`config.mk`:
```
export PLATFORM = sky130hd
export DESIGN_NAME = sacma_addr_decode
export DESIGN_NICKNAME = d
export VERILOG_FILES = /design/src/rtl/sacma_pkg.sv /design/src/rtl/sacma_addr_decode.sv
export SDC_FILE = /design/constraint.sdc
export NUM_CORES = 1
export LEC_CHECK = 0
export ABC_AREA = 0
export BUFFER_PORTS_ARGS = -buffer_cell sky130_fd_sc_hd__buf_2
export CORE_ASPECT_RATIO = 0.5
export CORE_MARGIN = 2
export CORE_UTILIZATION = 34
export DETAILED_ROUTE_END_ITERATION = 6
export SYNTH_ARGS = -nofsm -noshare
export SYNTH_HDL_FRONTEND = slang
export SYNTH_SLANG_ARGS = --single-unit
```
`constraint.sdc`:
```
create_clock -name vclk -period 7.1
set_input_delay 1.775 -clock vclk [all_inputs]
set_output_delay 1.775 -clock vclk [all_outputs]
set_load 0.01 [all_outputs]
```
`src/rtl/sacma_pkg.sv`:
```
`timescale 1ns / 1ps
// ----------------------------------------------------------------------------
// Span class map allocator package
// Command codes, register indexes and fixed field widths shared by the
// allocator modules.
// ----------------------------------------------------------------------------
package sacma_pkg;

   localparam int ADDR_W  = 48;
   localparam int CLASS_W = 8;
   localparam int TAG_W   = 8;
   localparam int COUNT_W = 64;
   localparam int CMD_W   = 2;
   localparam int CSR_IDX_W = 1;

   typedef enum logic [CMD_W-1:0] {
      CMD_CARVE  = 2'd0,
      CMD_ATTACH = 2'd1,
      CMD_DETACH = 2'd2,
      CMD_NONE   = 2'd3
   } cmd_type;

   localparam logic [CSR_IDX_W-1:0] CSR_ARENA_BASE  = 1'd0;
   localparam logic [CSR_IDX_W-1:0] CSR_ARENA_READY = 1'd1;

   typedef logic [ADDR_W-1:0]  addr_type;
   typedef logic [TAG_W-1:0]   tag_type;
   typedef logic [COUNT_W-1:0] count_type;

endpackage

```
`src/rtl/sacma_addr_decode.sv`:
```
`timescale 1ns / 1ps
// ----------------------------------------------------------------------------
// Span address decode
// Checks that a byte address is non-zero, inside the arena and span aligned,
// and gives the span index.
// ----------------------------------------------------------------------------
module sacma_addr_decode #(
   parameter int SPAN_COUNT = 1024,
   parameter int SPAN_SHIFT = 16,
   parameter int IDX_W      = 10
) (
   input  sacma_pkg::addr_type arena_base,
   input  sacma_pkg::addr_type span_address,
   output logic                hit,
   output logic [IDX_W-1:0]    span_idx
);
   import sacma_pkg::*;

   localparam addr_type ARENA_BYTES = addr_type'(SPAN_COUNT) << SPAN_SHIFT;

   addr_type offset;
   logic     nonzero;
   logic     above_base;
   logic     in_range;
   logic     aligned;

   always_comb begin
      offset     = span_address - arena_base;
      nonzero    = (span_address != '0);
      above_base = (span_address >= arena_base);
      in_range   = (offset < ARENA_BYTES);
      aligned    = (offset[SPAN_SHIFT-1:0] == '0);
      hit        = nonzero && above_base && in_range && aligned;
      span_idx   = offset[SPAN_SHIFT +: IDX_W];
   end

endmodule

```
==> impl_metrics.env <==
export IMPL_drive_gt1_share_pct=22.5
export IMPL_io_buffer_count=107
export IMPL_rows=25
export IMPL_post_route_util_pct=43.4
export IMPL_worst_slack_ps=226
export IMPL_drt_iter0_markers=481
export IMPL_route_detailed_drc=0
export IMPL_initial_core_util_pct=35.8
export IMPL_post_route_period_util_pct=96.8
export IMPL_min_period_ps=6870
export IMPL_cpPeakStageDelay_ps=390
export IMPL_synth_area_um2=3460
export IMPL_pre_cts_slack_ps=47.9
export IMPL_routed_wirelength_mm=12.2
export IMPL_cts_hold_fix_buffers=0
export IMPL_grt_usage_pct=20.6
export IMPL_path_class="input port to primary output"
export IMPL_status="finished, final reports clean"
export IMPL_final_max_slew_violation_count=0
export IMPL_worstPathCellList="buf_2 > inv_1 > ha_1 > a21oi_1 > o21ai_0 > o31ai_1 > a31oi_2 > a221oi_2 > o21ai_2 > or3_1 > a2111oi_2 > o2111ai_1 > nor4_2 > buf_2"
export IMPL_final_common_cell="buf_2"
export IMPL_grt_first_pass_wirelength_mm=18.9
export IMPL_gp_congestion=0.939
export IMPL_post_drt_wl_per_cell_um=15.9
export IMPL_hp_class="input port to primary output"
export IMPL_path_buf_inv=3
export IMPL_synth_area_leader_cell="ha_1"
export IMPL_dieHeight_um=75.4
export IMPL_setup_violations=0
export IMPL_area_growth_pct=20.9
export IMPL_design_area_um2=4190
export IMPL_seq_cells=0
export IMPL_grt_max_degree=10
export IMPL_holdPathStages=4
export IMPL_power_density_nw_per_um2=92.7
export IMPL_crit_slowest_cell="or3_1"
export IMPL_syn_inst=537
export IMPL_vdd_ir_drop_max_mv=0.0365
export IMPL_ys_seq_area_share_pct=0
export IMPL_seq_area_um2=0
export IMPL_hold_viol=0
export IMPL_slew_headroom_pct=63.5
export IMPL_start_kind="input port"
export IMPL_place_area_um2=4110
export IMPL_die_w_um=147
export IMPL_yosysTopAreaCellShare_pct=17.3
export IMPL_required_ps=5330
export IMPL_coreArea_um2=9670
export IMPL_cp_arrival_ps=5100
export IMPL_final_nets=778
export IMPL_critPathMaxFanout=6
export IMPL_crit_end="hit"
export IMPL_vias_per_cell=5.71
export IMPL_crit_top_cell="buf_2"
export IMPL_leakagePower_nw=1.98
export IMPL_tightest_slew_ps=543
export IMPL_dp_final_hpwl_mm=10.3
export IMPL_yosysWarnings=0
export IMPL_antenna_found_initial=0
export IMPL_worstSetupEndpointType="primary output"
export IMPL_cp_depth=14
export IMPL_timing_fmax_mhz=145
export IMPL_synth_nets=682
export IMPL_syn_avg_cell_area_um2=6.45
export IMPL_fin_total_pwr_mw=0.388
export IMPL_mostFrequentLayoutCells="buf_2 (107), inv_1 (68), nand2_1 (53)"
export IMPL_crit_path_start="arena_base[24]"
export IMPL_grt_pass1_vias=3768
export IMPL_n_clock_buffer=0
export IMPL_cap_viol_max_count=0
export IMPL_grt_overflow=0
export IMPL_drt_pass1_iter_count=5
export IMPL_synth_area_leaders="ha_1 (17%), a21oi_1 (7.4%), inv_1 (7.4%)"
export IMPL_dieArea_um2=11100
export IMPL_ant_nets=0
export IMPL_num_antenna_cells=0
export IMPL_ios=107
export IMPL_crit_family="compound AO/OA/AOI/OAI gates"
export IMPL_vias=4372
export IMPL_ys_types=62
[layer usage]
metal	vias to the layer above	routed length, µm	track usage, %
met4	0	94	2.16
li1	2201	-	-
met1	2032	6510	32.9
met2	131	4890	30.8
met5	-	0	0
met3	8	697	1.20
[cell usage after synthesis, drive strengths merged, types with 3 or more instances]
cell     count
o2111ai      8
inv         68
mux2i        6
a31oi        7
a221oi       5
nor3        12
o21a         6
nand2       53
nand3       10
a21boi       4
o2bb2ai      3
nor4        15
and2         3
nand4       27
nor2b        4
buf         11
a21o        12
and4         3
a2111oi      5
nor2        30
o31ai        4
xnor2       21
clkbuf      13
o211ai       7
xor2         8
o21ai       38
a21oi       52
or3          5
ha          48
or4          4
o21bai      10
a211oi       5
[what timing repair did]
action,in CTS,in global routing
resized for setup,0,15
buffers inserted,0,3
endpoints found under the hold margin,0,0
endpoints found under the setup margin,0,1
[worst min path at each step]
| stage | start | endpoint |
|---|---|---|
| floorplan | span_address[25] | span_idx[9] |
| global placement | span_address[25] | span_idx[9] |
| detailed placement | span_address[25] | span_idx[9] |
| CTS | span_address[25] | span_idx[9] |
| global route | span_address[25] | span_idx[9] |
| finish | span_address[25] | span_idx[9] |
[stage by stage]
| stage | hold slack [ps] | TNS, ps | std cells |
|---|---|---|---|
| after global placement | 4050 | -8.91 | 763 |
| after CTS | 4060 | 0 | 763 |
| after global routing | 4080 | -14.9 | 766 |
| after floorplan | 3830 | 0 | 537 |
| after detailed placement | 4050 | 0 | 763 |
| final | 4060 | 0 | 766 |
[tightest hold or removal path: cells and delay by family]
family | cells | cell delay [ps]
xor+xnor | 1 | 90
buf+inv | 2 | 220
fa+ha+maj | 1 | 200
[area by class of cell]
class,instances,area (µm²)
fillers,1063,5480
inverters,68,255
multi-input cells,445,3150
well taps,135,169
repair buffers,118,618
[kinds of logic (layout without fill, tap and decap cells)]
kind of cell    after synthesis  count (layout)  synth area share (%)
mux                           6               6                  1.73
buf+inv                      92             186                  10.7
simple gates                176             176                  25.9
compound gates              185             185                  36.5
xor+xnor                     29              29                  7.33
fa+ha+maj                    49              49                  17.9
[where the power goes]
group,internal (mW),total (mW),switching [mW]
combinational,0.157,0.388,0.232
sequential,0,0,0
clock,0,0,0
Note: power is estimated with default switching activity, not from simulation.
